## config.mk

```make
export PLATFORM = sky130hd
export DESIGN_NAME = rgb_pwm_button_dimmer_flat
export DESIGN_NICKNAME = d
export VERILOG_FILES = /design/src/design/rpbd_pkg.sv /design/src/design/rpbd_tick_if.sv /design/src/design/rpbd_result_if.sv /design/src/design/rpbd_regs.sv /design/src/design/rpbd_core.sv /design/src/design/rgb_pwm_button_dimmer.sv /design/src/flat_wrapper.sv
export SDC_FILE = /design/constraint.sdc
export NUM_CORES = 1
export LEC_CHECK = 0
export BUFFER_PORTS_ARGS = -buffer_cell sky130_fd_sc_hd__buf_4
export CAP_MARGIN = 10
export CORE_MARGIN = 5
export CORE_UTILIZATION = 45
export CTS_CLUSTER_DIAMETER = 120
export DETAILED_ROUTE_END_ITERATION = 10
export HOLD_SLACK_MARGIN = 0.03
export SLEW_MARGIN = 20
export SYNTH_ARGS = -nofsm -noshare
export SYNTH_HDL_FRONTEND = slang
export SYNTH_SLANG_ARGS = --single-unit
```

## constraint.sdc

```tcl
create_clock -name clk -period 6.5 [get_ports clk]
set_input_delay 0.65 -clock clk [delete_from_list [all_inputs] [get_ports clk]]
set_output_delay 0.65 -clock clk [all_outputs]
set_load 0.02 [all_outputs]
```

## src/design/rpbd_pkg.sv

```systemverilog
`timescale 1ns / 1ps
// ----------------------------------------------------------------------------
// rpbd_pkg: shared types and constants
// Configuration record, result record, register map and request codes for
// the RGB PWM button dimmer.
// ----------------------------------------------------------------------------
package rpbd_pkg;

  localparam int NUM_CH  = 3;
  localparam int NUM_BTN = 6;

  localparam int ADDR_W = 5;
  localparam int DATA_W = 32;

  // register indexes (byte address = 4 * index)
  typedef enum logic [2:0] {
    REG_START_GREEN   = 3'd0,
    REG_START_RED     = 3'd1,
    REG_START_BLUE    = 3'd2,
    REG_SAMPLE_PERIOD = 3'd3,
    REG_FRAME_TICKS   = 3'd4,
    REG_WINDOW_TICKS  = 3'd5,
    REG_STEP_SIZE     = 3'd6
  } reg_idx_t;

  localparam logic [15:0] SAMPLE_PERIOD_RST = 16'd2000;
  localparam logic [7:0]  FRAME_TICKS_RST   = 8'd120;
  localparam logic [7:0]  WINDOW_TICKS_RST  = 8'd10;
  localparam logic [7:0]  STEP_SIZE_RST     = 8'd10;

  localparam logic [1:0] PRESS_MAX = 2'd2;
  localparam logic [1:0] PRESS_ONE = 2'd1;

  typedef enum logic [1:0] {
    REQ_NONE  = 2'd0,
    REQ_SAVE  = 2'd1,
    REQ_CLEAR = 2'd2
  } store_req_t;

  typedef struct packed {
    logic [7:0]  start_green;
    logic [7:0]  start_red;
    logic [7:0]  start_blue;
    logic [15:0] sample_period;
    logic [7:0]  frame_ticks;
    logic [7:0]  window_ticks;
    logic [7:0]  step_size;
  } cfg_t;

  typedef struct packed {
    logic       led_green;
    logic       led_red;
    logic       led_blue;
    logic [1:0] store_request;
    logic [7:0] save_green;
    logic [7:0] save_red;
    logic [7:0] save_blue;
  } result_t;

endpackage

```

## src/design/rpbd_tick_if.sv

```systemverilog
`timescale 1ns / 1ps
// ----------------------------------------------------------------------------
// rpbd_tick_if: input tick channel
// Valid/ready channel carrying button levels and the timer overflow flag.
// ----------------------------------------------------------------------------
interface rpbd_tick_if;
  logic       valid;
  logic       ready;
  logic [5:0] buttons;
  logic       timer_overflow;

  modport source (output valid, output buttons, output timer_overflow, input ready);
  modport sink (input valid, input buttons, input timer_overflow, output ready);
endinterface

```

## src/design/rpbd_result_if.sv

```systemverilog
`timescale 1ns / 1ps
// ----------------------------------------------------------------------------
// rpbd_result_if: result channel
// Valid/ready channel carrying LED levels and the store request.
// ----------------------------------------------------------------------------
interface rpbd_result_if;
  logic       valid;
  logic       ready;
  logic       led_green;
  logic       led_red;
  logic       led_blue;
  logic [1:0] store_request;
  logic [7:0] save_green;
  logic [7:0] save_red;
  logic [7:0] save_blue;

  modport source (
    output valid, output led_green, output led_red, output led_blue,
    output store_request, output save_green, output save_red, output save_blue,
    input ready
  );
  modport sink (
    input valid, input led_green, input led_red, input led_blue,
    input store_request, input save_green, input save_red, input save_blue,
    output ready
  );
endinterface

```

## src/design/rpbd_regs.sv

```systemverilog
`timescale 1ns / 1ps
// ----------------------------------------------------------------------------
// rpbd_regs: configuration register file
// APB-style write/read port for the seven dimmer control registers.
// ----------------------------------------------------------------------------
module rpbd_regs
  import rpbd_pkg::*;
(
  input  logic              clk,
  input  logic              rst,
  input  logic              psel,
  input  logic              penable,
  input  logic              pwrite,
  input  logic [ADDR_W-1:0] paddr,
  input  logic [DATA_W-1:0] pwdata,
  output logic [DATA_W-1:0] prdata,
  output logic              pready,
  output cfg_t              cfg
);

  logic     wr_en;
  reg_idx_t idx;

  assign pready = 1'b1;
  assign wr_en  = psel && penable && pwrite;
  assign idx    = reg_idx_t'(paddr[ADDR_W-1:2]);

  always_ff @(posedge clk) begin
    if (rst) begin
      cfg.start_green   <= '0;
      cfg.start_red     <= '0;
      cfg.start_blue    <= '0;
      cfg.sample_period <= SAMPLE_PERIOD_RST;
      cfg.frame_ticks   <= FRAME_TICKS_RST;
      cfg.window_ticks  <= WINDOW_TICKS_RST;
      cfg.step_size     <= STEP_SIZE_RST;
    end else if (wr_en) begin
      case (idx)
        REG_START_GREEN:   cfg.start_green   <= pwdata[7:0];
        REG_START_RED:     cfg.start_red     <= pwdata[7:0];
        REG_START_BLUE:    cfg.start_blue    <= pwdata[7:0];
        REG_SAMPLE_PERIOD: cfg.sample_period <= pwdata[15:0];
        REG_FRAME_TICKS:   cfg.frame_ticks   <= pwdata[7:0];
        REG_WINDOW_TICKS:  cfg.window_ticks  <= pwdata[7:0];
        REG_STEP_SIZE:     cfg.step_size     <= pwdata[7:0];
        default: ;
      endcase
    end
  end

  always_comb begin
    case (idx)
      REG_START_GREEN:   prdata = {24'd0, cfg.start_green};
      REG_START_RED:     prdata = {24'd0, cfg.start_red};
      REG_START_BLUE:    prdata = {24'd0, cfg.start_blue};
      REG_SAMPLE_PERIOD: prdata = {16'd0, cfg.sample_period};
      REG_FRAME_TICKS:   prdata = {24'd0, cfg.frame_ticks};
      REG_WINDOW_TICKS:  prdata = {24'd0, cfg.window_ticks};
      REG_STEP_SIZE:     prdata = {24'd0, cfg.step_size};
      default:           prdata = '0;
    endcase
  end

endmodule

```

## src/design/rpbd_core.sv

```systemverilog
`timescale 1ns / 1ps
// ----------------------------------------------------------------------------
// rpbd_core: dimmer state and tick logic
// Holds PWM phase, dividers, brightness, enables and press counters; forms
// the result of the current tick and advances the state on each step.
// ----------------------------------------------------------------------------
module rpbd_core
  import rpbd_pkg::*;
#(
  parameter int PWM_BITS = 8
) (
  input  logic       clk,
  input  logic       rst,
  input  cfg_t       cfg,
  input  logic       step,
  input  logic [5:0] buttons,
  input  logic       timer_overflow,
  output result_t    res
);

  localparam int CMP_W = (PWM_BITS > 8) ? PWM_BITS : 8;

  logic                start_loaded;
  logic [PWM_BITS-1:0] pwm_phase;
  logic [15:0]         sample_count;
  logic [7:0]          overflow_count;
  logic [7:0]          brightness [NUM_CH];
  logic [NUM_CH-1:0]   chan_en;
  logic [NUM_BTN-1:0]  was_down;
  logic [1:0]          press [NUM_BTN];
  logic                frame_done;

  logic [15:0]         sample_count_next;
  logic [7:0]          overflow_count_next;
  logic [7:0]          brightness_next [NUM_CH];
  logic [NUM_CH-1:0]   chan_en_next;
  logic [NUM_BTN-1:0]  was_down_next;
  logic [1:0]          press_next [NUM_BTN];
  logic                frame_done_next;

  logic [7:0]          bri_cur [NUM_CH];
  logic [1:0]          press_s [NUM_BTN];
  logic [NUM_CH-1:0]   led;
  logic [16:0]         sample_inc;
  logic                do_sample;
  logic [8:0]          ovf_inc;
  logic                in_window;
  logic                process;
  logic                all_plus;
  logic                all_minus;

  always_comb begin
    // start values show through until the first tick latches them
    bri_cur[0] = start_loaded ? brightness[0] : cfg.start_green;
    bri_cur[1] = start_loaded ? brightness[1] : cfg.start_red;
    bri_cur[2] = start_loaded ? brightness[2] : cfg.start_blue;
    for (int c = 0; c < NUM_CH; c++) begin
      led[c] = chan_en[c] &&
               (CMP_W'(pwm_phase) < CMP_W'(bri_cur[c]));
    end

    sample_inc        = {1'b0, sample_count} + 17'd1;
    do_sample         = sample_inc >= {1'b0, cfg.sample_period};
    sample_count_next = do_sample ? 16'd0 : sample_inc[15:0];

    for (int i = 0; i < NUM_BTN; i++) begin
      press_s[i]       = press[i];
      was_down_next[i] = was_down[i];
      if (do_sample) begin
        if (buttons[i] && !was_down[i]) begin
          if (press[i] < PRESS_MAX) press_s[i] = press[i] + 2'd1;
          was_down_next[i] = 1'b1;
        end else if (!buttons[i]) begin
          was_down_next[i] = 1'b0;
        end
      end
    end

    ovf_inc = {1'b0, overflow_count} + 9'd1;
    if (timer_overflow) begin
      overflow_count_next = (ovf_inc >= {1'b0, cfg.frame_ticks}) ? 8'd0 : ovf_inc[7:0];
    end else begin
      overflow_count_next = overflow_count;
    end

    in_window       = overflow_count_next < cfg.window_ticks;
    process         = in_window && !frame_done;
    frame_done_next = in_window;

    all_plus  = (press_s[0] != 2'd0) && (press_s[1] != 2'd0) && (press_s[2] != 2'd0);
    all_minus = (press_s[3] != 2'd0) && (press_s[4] != 2'd0) && (press_s[5] != 2'd0);

    res.led_green     = led[0];
    res.led_red       = led[1];
    res.led_blue      = led[2];
    res.store_request = REQ_NONE;
    res.save_green    = '0;
    res.save_red      = '0;
    res.save_blue     = '0;
    if (process && all_plus) begin
      res.store_request = REQ_CLEAR;
    end else if (process && all_minus) begin
      res.store_request = REQ_SAVE;
      res.save_green    = bri_cur[0];
      res.save_red      = bri_cur[1];
      res.save_blue     = bri_cur[2];
    end

    chan_en_next = chan_en;
    for (int c = 0; c < NUM_CH; c++) begin
      brightness_next[c] = bri_cur[c];
      if (process) begin
        // plus applies first, so a double minus wins the enable
        if (press_s[c] == PRESS_ONE) begin
          brightness_next[c] = brightness_next[c] + cfg.step_size;
        end else if (press_s[c] >= PRESS_MAX) begin
          chan_en_next[c] = 1'b1;
        end
        if (press_s[c+NUM_CH] == PRESS_ONE) begin
          brightness_next[c] = brightness_next[c] - cfg.step_size;
        end else if (press_s[c+NUM_CH] >= PRESS_MAX) begin
          chan_en_next[c] = 1'b0;
        end
      end
    end
    for (int i = 0; i < NUM_BTN; i++) begin
      press_next[i] = process ? 2'd0 : press_s[i];
    end
  end

  always_ff @(posedge clk) begin
    if (rst) begin
      start_loaded   <= 1'b0;
      pwm_phase      <= '0;
      sample_count   <= '0;
      overflow_count <= '0;
      chan_en        <= '1;
      was_down       <= '0;
      frame_done     <= 1'b0;
      for (int i = 0; i < NUM_BTN; i++) press[i] <= '0;
    end else if (step) begin
      start_loaded   <= 1'b1;
      pwm_phase      <= pwm_phase + PWM_BITS'(1);
      sample_count   <= sample_count_next;
      overflow_count <= overflow_count_next;
      chan_en        <= chan_en_next;
      was_down       <= was_down_next;
      frame_done     <= frame_done_next;
      for (int i = 0; i < NUM_BTN; i++) press[i] <= press_next[i];
    end
  end

  always_ff @(posedge clk) begin
    if (step) begin
      for (int c = 0; c < NUM_CH; c++) brightness[c] <= brightness_next[c];
    end
  end

endmodule

```

## src/design/rgb_pwm_button_dimmer.sv

```systemverilog
`timescale 1ns / 1ps
// ----------------------------------------------------------------------------
// rgb_pwm_button_dimmer: three-channel PWM LED dimmer with button control
//
//   channel   dir  handshake      payload
//   ticks     in   valid/ready    buttons[5:0], timer_overflow
//   results   out  valid/ready    led_green/red/blue, store_request, save_*
//   apb       in   psel/penable   paddr[4:0], pwdata/prdata[31:0]
//
// One tick per cycle sustained while the result is not stalled; a tick passes
// through the input register, then the tick logic into the result register.
// Synchronous reset clears all control state; brightness is taken from the
// start registers on the first tick. A stalled result holds; the input
// register takes a tick when it is empty, or when its own tick moves on
// because the result register is empty or drained in the same cycle.
// ----------------------------------------------------------------------------
module rgb_pwm_button_dimmer
  import rpbd_pkg::*;
#(
  parameter int PWM_BITS = 8
) (
  input  logic              clk,
  input  logic              rst,
  rpbd_tick_if.sink         ticks,
  rpbd_result_if.source     results,
  input  logic              psel,
  input  logic              penable,
  input  logic              pwrite,
  input  logic [ADDR_W-1:0] paddr,
  input  logic [DATA_W-1:0] pwdata,
  output logic [DATA_W-1:0] prdata,
  output logic              pready
);

  cfg_t       cfg;
  result_t    res;
  result_t    out_res;
  logic       out_valid;
  logic       s1_valid;
  logic [5:0] s1_buttons;
  logic       s1_ovf;
  logic       advance;

  rpbd_regs u_regs (
    .clk     (clk),
    .rst     (rst),
    .psel    (psel),
    .penable (penable),
    .pwrite  (pwrite),
    .paddr   (paddr),
    .pwdata  (pwdata),
    .prdata  (prdata),
    .pready  (pready),
    .cfg     (cfg)
  );

  rpbd_core #(
    .PWM_BITS (PWM_BITS)
  ) u_core (
    .clk            (clk),
    .rst            (rst),
    .cfg            (cfg),
    .step           (advance),
    .buttons        (s1_buttons),
    .timer_overflow (s1_ovf),
    .res            (res)
  );

  assign advance     = s1_valid && (!out_valid || results.ready);
  assign ticks.ready = !s1_valid || advance;

  always_ff @(posedge clk) begin
    if (rst) begin
      s1_valid <= 1'b0;
    end else if (ticks.valid && ticks.ready) begin
      s1_valid <= 1'b1;
    end else if (advance) begin
      s1_valid <= 1'b0;
    end
  end

  always_ff @(posedge clk) begin
    if (ticks.valid && ticks.ready) begin
      s1_buttons <= ticks.buttons;
      s1_ovf     <= ticks.timer_overflow;
    end
  end

  always_ff @(posedge clk) begin
    if (rst) begin
      out_valid <= 1'b0;
    end else if (advance) begin
      out_valid <= 1'b1;
    end else if (results.ready) begin
      out_valid <= 1'b0;
    end
  end

  always_ff @(posedge clk) begin
    if (advance) out_res <= res;
  end

  assign results.valid         = out_valid;
  assign results.led_green     = out_res.led_green;
  assign results.led_red       = out_res.led_red;
  assign results.led_blue      = out_res.led_blue;
  assign results.store_request = out_res.store_request;
  assign results.save_green    = out_res.save_green;
  assign results.save_red      = out_res.save_red;
  assign results.save_blue     = out_res.save_blue;

endmodule
```

## src/flat_wrapper.sv

```systemverilog
// flat-port wrapper written by rule: the top's interface ports become plain ports
module rgb_pwm_button_dimmer_flat import rpbd_pkg::*;
#(
  parameter int PWM_BITS = 8
)
  (clk, rst, psel, penable, pwrite, paddr, pwdata, prdata, pready, ticks_valid, ticks_buttons, ticks_timer_overflow, ticks_ready, results_valid, results_led_green, results_led_red, results_led_blue, results_store_request, results_save_green, results_save_red, results_save_blue, results_ready);
  rpbd_tick_if ticks_i ();
  rpbd_result_if results_i ();
  input  logic clk;
  input  logic rst;
  input  logic psel;
  input  logic penable;
  input  logic pwrite;
  input  logic [ADDR_W-1:0] paddr;
  input  logic [DATA_W-1:0] pwdata;
  output logic [DATA_W-1:0] prdata;
  output logic pready;
  input wire logic [$bits(ticks_i.valid)-1:0] ticks_valid;
  input wire logic [$bits(ticks_i.buttons)-1:0] ticks_buttons;
  input wire logic [$bits(ticks_i.timer_overflow)-1:0] ticks_timer_overflow;
  output wire logic [$bits(ticks_i.ready)-1:0] ticks_ready;
  output wire logic [$bits(results_i.valid)-1:0] results_valid;
  output wire logic [$bits(results_i.led_green)-1:0] results_led_green;
  output wire logic [$bits(results_i.led_red)-1:0] results_led_red;
  output wire logic [$bits(results_i.led_blue)-1:0] results_led_blue;
  output wire logic [$bits(results_i.store_request)-1:0] results_store_request;
  output wire logic [$bits(results_i.save_green)-1:0] results_save_green;
  output wire logic [$bits(results_i.save_red)-1:0] results_save_red;
  output wire logic [$bits(results_i.save_blue)-1:0] results_save_blue;
  input wire logic [$bits(results_i.ready)-1:0] results_ready;
  assign ticks_i.valid = ticks_valid;
  assign ticks_i.buttons = ticks_buttons;
  assign ticks_i.timer_overflow = ticks_timer_overflow;
  assign ticks_ready = ticks_i.ready;
  assign results_valid = results_i.valid;
  assign results_led_green = results_i.led_green;
  assign results_led_red = results_i.led_red;
  assign results_led_blue = results_i.led_blue;
  assign results_store_request = results_i.store_request;
  assign results_save_green = results_i.save_green;
  assign results_save_red = results_i.save_red;
  assign results_save_blue = results_i.save_blue;
  assign results_i.ready = results_ready;
  rgb_pwm_button_dimmer #(.PWM_BITS(PWM_BITS)) u_core (.clk(clk), .rst(rst), .ticks(ticks_i), .results(results_i), .psel(psel), .penable(penable), .pwrite(pwrite), .paddr(paddr), .pwdata(pwdata), .prdata(prdata), .pready(pready));
endmodule
```

======== Word level (Yosys, flattened, before mapping) ========
Memory sizes are Yosys's and may differ from the RTL's.
Index checks and enable logic that the tools add are counted.
word-level totals
  logic and storage cells ................. 229
  output and inout bits ................... 64
  bits in registers ....................... 145
  memories kept ........................... 2
  input bits .............................. 51
  RAM bits ................................ 36
memory list
  name                      depth  bits a word  rd ports  clocked after memory_dff  write ports  line             source
  u_core.u_core.brightness  3      8            3         0                         3            rpbd_core.sv:27  logic [7:0] brightness [NUM_CH];
  u_core.u_core.press       6      2            6         0                         6            rpbd_core.sv:30  logic [1:0] press [NUM_BTN];
operators by class
  $lt $le $gt $ge ......................... 18
  eq/ne operators ......................... 18
  add/subtract/negate cells ............... 15
  multiplexer cells ....................... 84
  bitwise gates (word level) .............. 7
  reductions and logical operators ........ 55
operator list
  cell                                                                   count
  8-bit 2-to-1 mux                                                       17
  16-bit case mux with 7 select lines                                    1
  2-bit 2-to-1 mux                                                       30
  1-bit 2-to-1 mux                                                       34
  8-bit < comparator                                                     4
  25-bit 2-to-1 mux                                                      1
  8-bit adder                                                            3
  8-bit subtractor                                                       3
  1-bit logical AND                                                      20
  3-bit AND reduction                                                    6
  16-bit by 1-bit adder with 17-bit output, second input constant        1
  17-bit by 16-bit >= comparator with 1-bit output                       1
  16-bit 2-to-1 mux                                                      1
  2-bit AND reduction                                                    8
  2-bit nonzero test                                                     8
  2-bit by 1-bit adder with 2-bit output, second input constant          6
  2-bit by 1-bit equality test with 1-bit output, second input constant  6
  2-bit >= comparator, second input constant                             6
  2-bit < comparator, second input constant                              6
  2-bit inequality test, second input constant                           6
  8-bit by 1-bit adder with 9-bit output, second input constant          1
  3-bit equality test, second input constant                             3
  9-bit by 8-bit >= comparator with 1-bit output                         1
  1-bit logical NOT                                                      9
  8 further kinds                                                        15

======== Depth between registers and ports, before layout ========
An unclocked memory read counts as a cell.
  depth after elaboration ................. 11
  mapped depth ............................ 27

======== Modules after synthesis ========
From an unflattened synthesis, not the netlist that was laid out.
unflattened totals
  cell total of the unflattened synthesis .. 1408
  area total of the unflattened synthesis .. 12993.7 µm²
modules (own cells, without submodules)
  module                 instances  cells each  area each (µm²)  seq. area each (µm²)
  rpbd_core              1          1032        8544.4           1941.9
  rpbd_regs              1          330         3264.4           1281.2
  rgb_pwm_button_dimmer  1          46          1184.9           1121.1

======== Worst setup path before layout ========
Ideal clock, no wire load.
  kind .................................... flip-flop to flip-flop
  from .................................... register u_core.u_core.sample_count[2]
  to ...................................... memory u_core.u_core.brightness[2][7], in the netlist u_core.u_core.brightness[0][23], data pin
  buffers on the path ..................... 1
  stages on the path, launching flop included .. 26
  required time ........................... 6235 ps
  arrival time ............................ 4841 ps
  setup slack ............................. 1394 ps
  library setup time ...................... 265 ps
  period minus slack after synthesis ...... 5106 ps
  cell sequence ........................... dfxtp_1 > and4_1 > buf_6 > nand2_1 > nor2_1 > and2_1 > nand3_1 > xnor2_1 > ha_1 > a21oi_1 > nand2_1 > a221oi_1 > o211ai_4 > nand3b_4 > mux2i_2 > mux2_2 > ha_1 > nor2b_1 > o2111ai_1 > nand4b_1 > a21o_1 > a21oi_1 > xnor2_1 > a211o_1 > a21oi_1 > xnor2_1
RTL lines
  item                    line              source
  from (decl)             rpbd_core.sv:25   logic [15:0] sample_count;
  from (signal assigned)  rpbd_core.sv:144  sample_count <= sample_count_next;
  to (decl)               rpbd_core.sv:27

==> out/results.ini <==
[logic_synthesis]
syn_area_um2 = 11900
synth_compound_area_frac = 0.144
muxShareOfSynthArea = 0.0989
yosys_warnings = 0
seq_area_frac_synth = 0.366
ys_async_sr_fraction = 0
ys_seq_elements = 181
synth_top_area_frac = 0.184
ys.flop_type = dfxtp_1
yosys.area.top_type = dfxtp_1
synthSimpleGateAreaFrac = 0.159
synthAdderAreaFrac = 0.119
synth.area.top_cells = dfxtp_1 (18%), edfxtp_1 (18%), ha_1 (11%)
synth-edff-count = 72
avgSynthCellArea_um2 = 9.26
synth_top_family_by_area = simple AND/OR/NAND/NOR gates
ys_types = 78
synth_cells = 1281
synthXorXnorAreaFrac = 0.0473

[placed_design]
numPortBuffers = 79
dp_hpwl_um = 23400
post-place-ws_ns = 0.759
routabilityCongestion = 0.884

[cells_and_area]
finalNetCount = 1506
final_common_cell = nor2_1
fillers = 2416
final_cell_mix = nor2_1 (152), dfxtp_1 (109), inv_1 (104)
regArea_um2 = 4340
diodes = 0
syn2layout_area_growth_pct = 12.1
multi_input_area_um2 = 6790
drive_gt1_frac = 0.141

[timing]
worst_slew_pin_slew_ns = 1.10
min_period_over_period = 0.890
final-max-slew-violation-count = 0
timing.slew.headroom = 0.267
setup_tns_ns = 0
finalHoldViolCount = 0
finalSetupViolCount = 0
fin_crit_ns = 5.78
max_freq_ghz = 0.173
rsz0062_at_grt = false
fin_ws_ns = 0.718
fin_worst_skew_ns = 0.0181

[critical_path]
critPathLaunch = u_core.u_core.sample_count[2]
crit_required_ns = 6.69
r2r_start = u_core.u_core.sample_count[2]
max_stage_delay_ns = 0.43
end_kind = flip-flop
reg2reg_depth = 24
crit_end = u_core.u_core.brightness[0][23]
path_class = reg2reg
ff2ff_setup_slack_ns = 0.72
crit_fanout = 7
rr_endpoint = u_core.u_core.brightness[0][23]
startpoint_type = flip-flop
worstPathArrival_ns = 5.97
worstPathCellList = and4_1 -> nand2_1 -> nor2_1 -> and2_1 -> nand3_1 -> xnor2_1 -> ha_1 -> a21oi_1 -> nand2_1 -> a221oi_1 -> o211ai_4 -> nand3b_4 -> mux2i_2 -> mux2_2 -> ha_1 -> nor2b_1 -> o2111ai_1 -> nand4b_1 -> a21o_1 -> a21oi_1 -> xnor2_1 -> a211o_1 -> a21oi_1 -> xnor2_1
worst_path_max_delay_cell = a221oi_1

[global_routing]
grt_overflow_total = 0
grt_pass1_vias = 9006
grt_use_total = 0.217
grtUsageMet1 = 0.309
antenna_found_initial = 0
grt_busiest_layer = met2
grt_max_degree = 77
grt.met2_usage = 0.349
grt_use_met3 = 0.0320
grt_pass1_wl_um = 49900

[clocking]
holdBufCountCts = 0
clockBufferDepth = 2
cts.repair.resized = 0
post_cts_buffers = 0
cts_made_buffers = 17
cts.sinks = 181
cts_tree = built
htreeDepth = 4
cts-root-buf = clkbuf_16
clk_latency_ns = 0.44
path_clk_slew_ns = 0.08

[run_status]
status = finished, final reports clean

[die]
die_y_um = 172
die_w_um = 172
rows = 59
initial_utilization = 0.456
die_area_um2 = 29700
ioPinCount = 115
core_um2 = 26000

[drt]
drt-wirelength-per-cell_um = 18.4
drt_iter0_drc = 614
routed_via_density = 5.46
drc_errors = 0
wirelength_um = 31200
drt_pre_antenna_iters = 5
postRouteAntennaNets = 0
num_vias = 9255

[power]
p_leak_nw = 5.75
total_power_w = 0.00283
p_per_area_nw_per_um2 = 213
ir_worst_vdd_mv = 0.183

[run]
maxCapViolations = 0

[min_path]
hold_path.class = in2reg

==> per-layer routing <==
metal	wire length (µm)	part of all wire
met1	15200	0.49
met2	14000	0.45
met3	1450	0.047
met4	507	0.016
met5	0	0
==> synthesized netlist by cell type (all sizes together) (23+ instances only) <==
cell type / instances
clkbuf: 33
mux2i: 90
edfxtp: 72
inv: 106
o21ai: 43
dfxtp: 109
a21oi: 89
nand3: 24
xor2: 23
buf: 33
ha: 103
nand2: 87
xnor2: 41
nor2: 171
==> flip-flops by register name, indices dropped and copies added, names as in the netlist <==
register                      count
u_core.results.led_blue           1
u_core.results.led_green          1
u_core.results.led_red            1
u_core.results.save_blue          8
u_core.results.save_green         8
u_core.results.save_red           8
u_core.results.store_request      2
u_core.results.valid              1
u_core.s1_buttons                 6
u_core.s1_ovf                     1
u_core.s1_valid                   1
u_core.u_core.brightness         24
u_core.u_core.chan_en             3
u_core.u_core.frame_done          1
u_core.u_core.overflow_count      8
u_core.u_core.press              12
u_core.u_core.pwm_phase           8
u_core.u_core.sample_count       16
u_core.u_core.start_loaded        1
u_core.u_core.was_down            6
u_core.u_regs.cfg                64
==> per-stage QoR <==
| step | area, µm² | hold slack, ns | util | std cells |
|---|---|---|---|---|
| after detailed placement | 12700 | 0.443 | 0.488 | 1662 |
| after global placement | 12700 | 0.436 | 0.488 | 1662 |
| after global routing | 13300 | 0.368 | 0.511 | 1694 |
| after floorplan | 11900 | 0.432 | - | 1296 |
| after CTS | 13300 | 0.372 | 0.511 | 1694 |
| final | 13300 | 0.388 | 0.511 | 1694 |
==> power by group <==
part	switching, W	total, W	internal [W]
clock network	0.000519	0.00106	0.000541
registers	0.0000271	0.00126	0.00123
logic	0.000308	0.000508	0.000199
==> worst min-delay path by stage <==
stage	start	end	slack [ns]	cells after the start
2_1_floorplan	u_core.u_core.was_down[0]	u_core.u_core.was_down[0]	0.43	2
6_report	ticks_buttons[2]	u_core.s1_buttons[2]	0.39	1
5_1_grt	ticks_buttons[3]	u_core.s1_buttons[3]	0.37	1
4_1_cts	ticks_buttons[3]	u_core.s1_buttons[3]	0.37	1
3_3_place_gp	u_core.u_core.was_down[0]	u_core.u_core.was_down[0]	0.44	2
3_5_place_dp	u_core.u_core.was_down[0]	u_core.u_core.was_down[0]	0.44	2
==> cell type report <==
| cell class | instances | share of cell area |
|---|---|---|
| clock buffers | 18 | 0.0339 |
| clock inverters | 14 | 0.0115 |
| inverters | 107 | 0.0302 |
| multi-input cells | 942 | 0.511 |
| flip-flops and latches | 181 | 0.327 |
| well taps | 335 | 0.0315 |
| repair buffers | 97 | 0.0548 |
==> worst max-delay path, delay by kind of cell (launching register included) <==
| family | cells | cell delay (ns) |
|---|---|---|
| simple gates | 9 | 1.52 |
| compound gates | 8 | 1.80 |
| xor+xnor | 3 | 0.42 |
| flops | 1 | 0.42 |
| mux | 2 | 0.80 |
| fa+ha+maj | 2 | 0.59 |
==> logic make-up (layout without fill, tap and decap cells) <==
| family | Yosys count | after routing |
|---|---|---|
| flops | 181 | 181 |
| other cells | 2 | 17 |
| buf+inv | 173 | 236 |
| simple gates | 386 | 386 |
| fa+ha+maj | 109 | 109 |
| xor+xnor | 64 | 64 |
| mux | 109 | 109 |
| compound gates | 257 | 257 |
(Power assumes the default switching activity.)
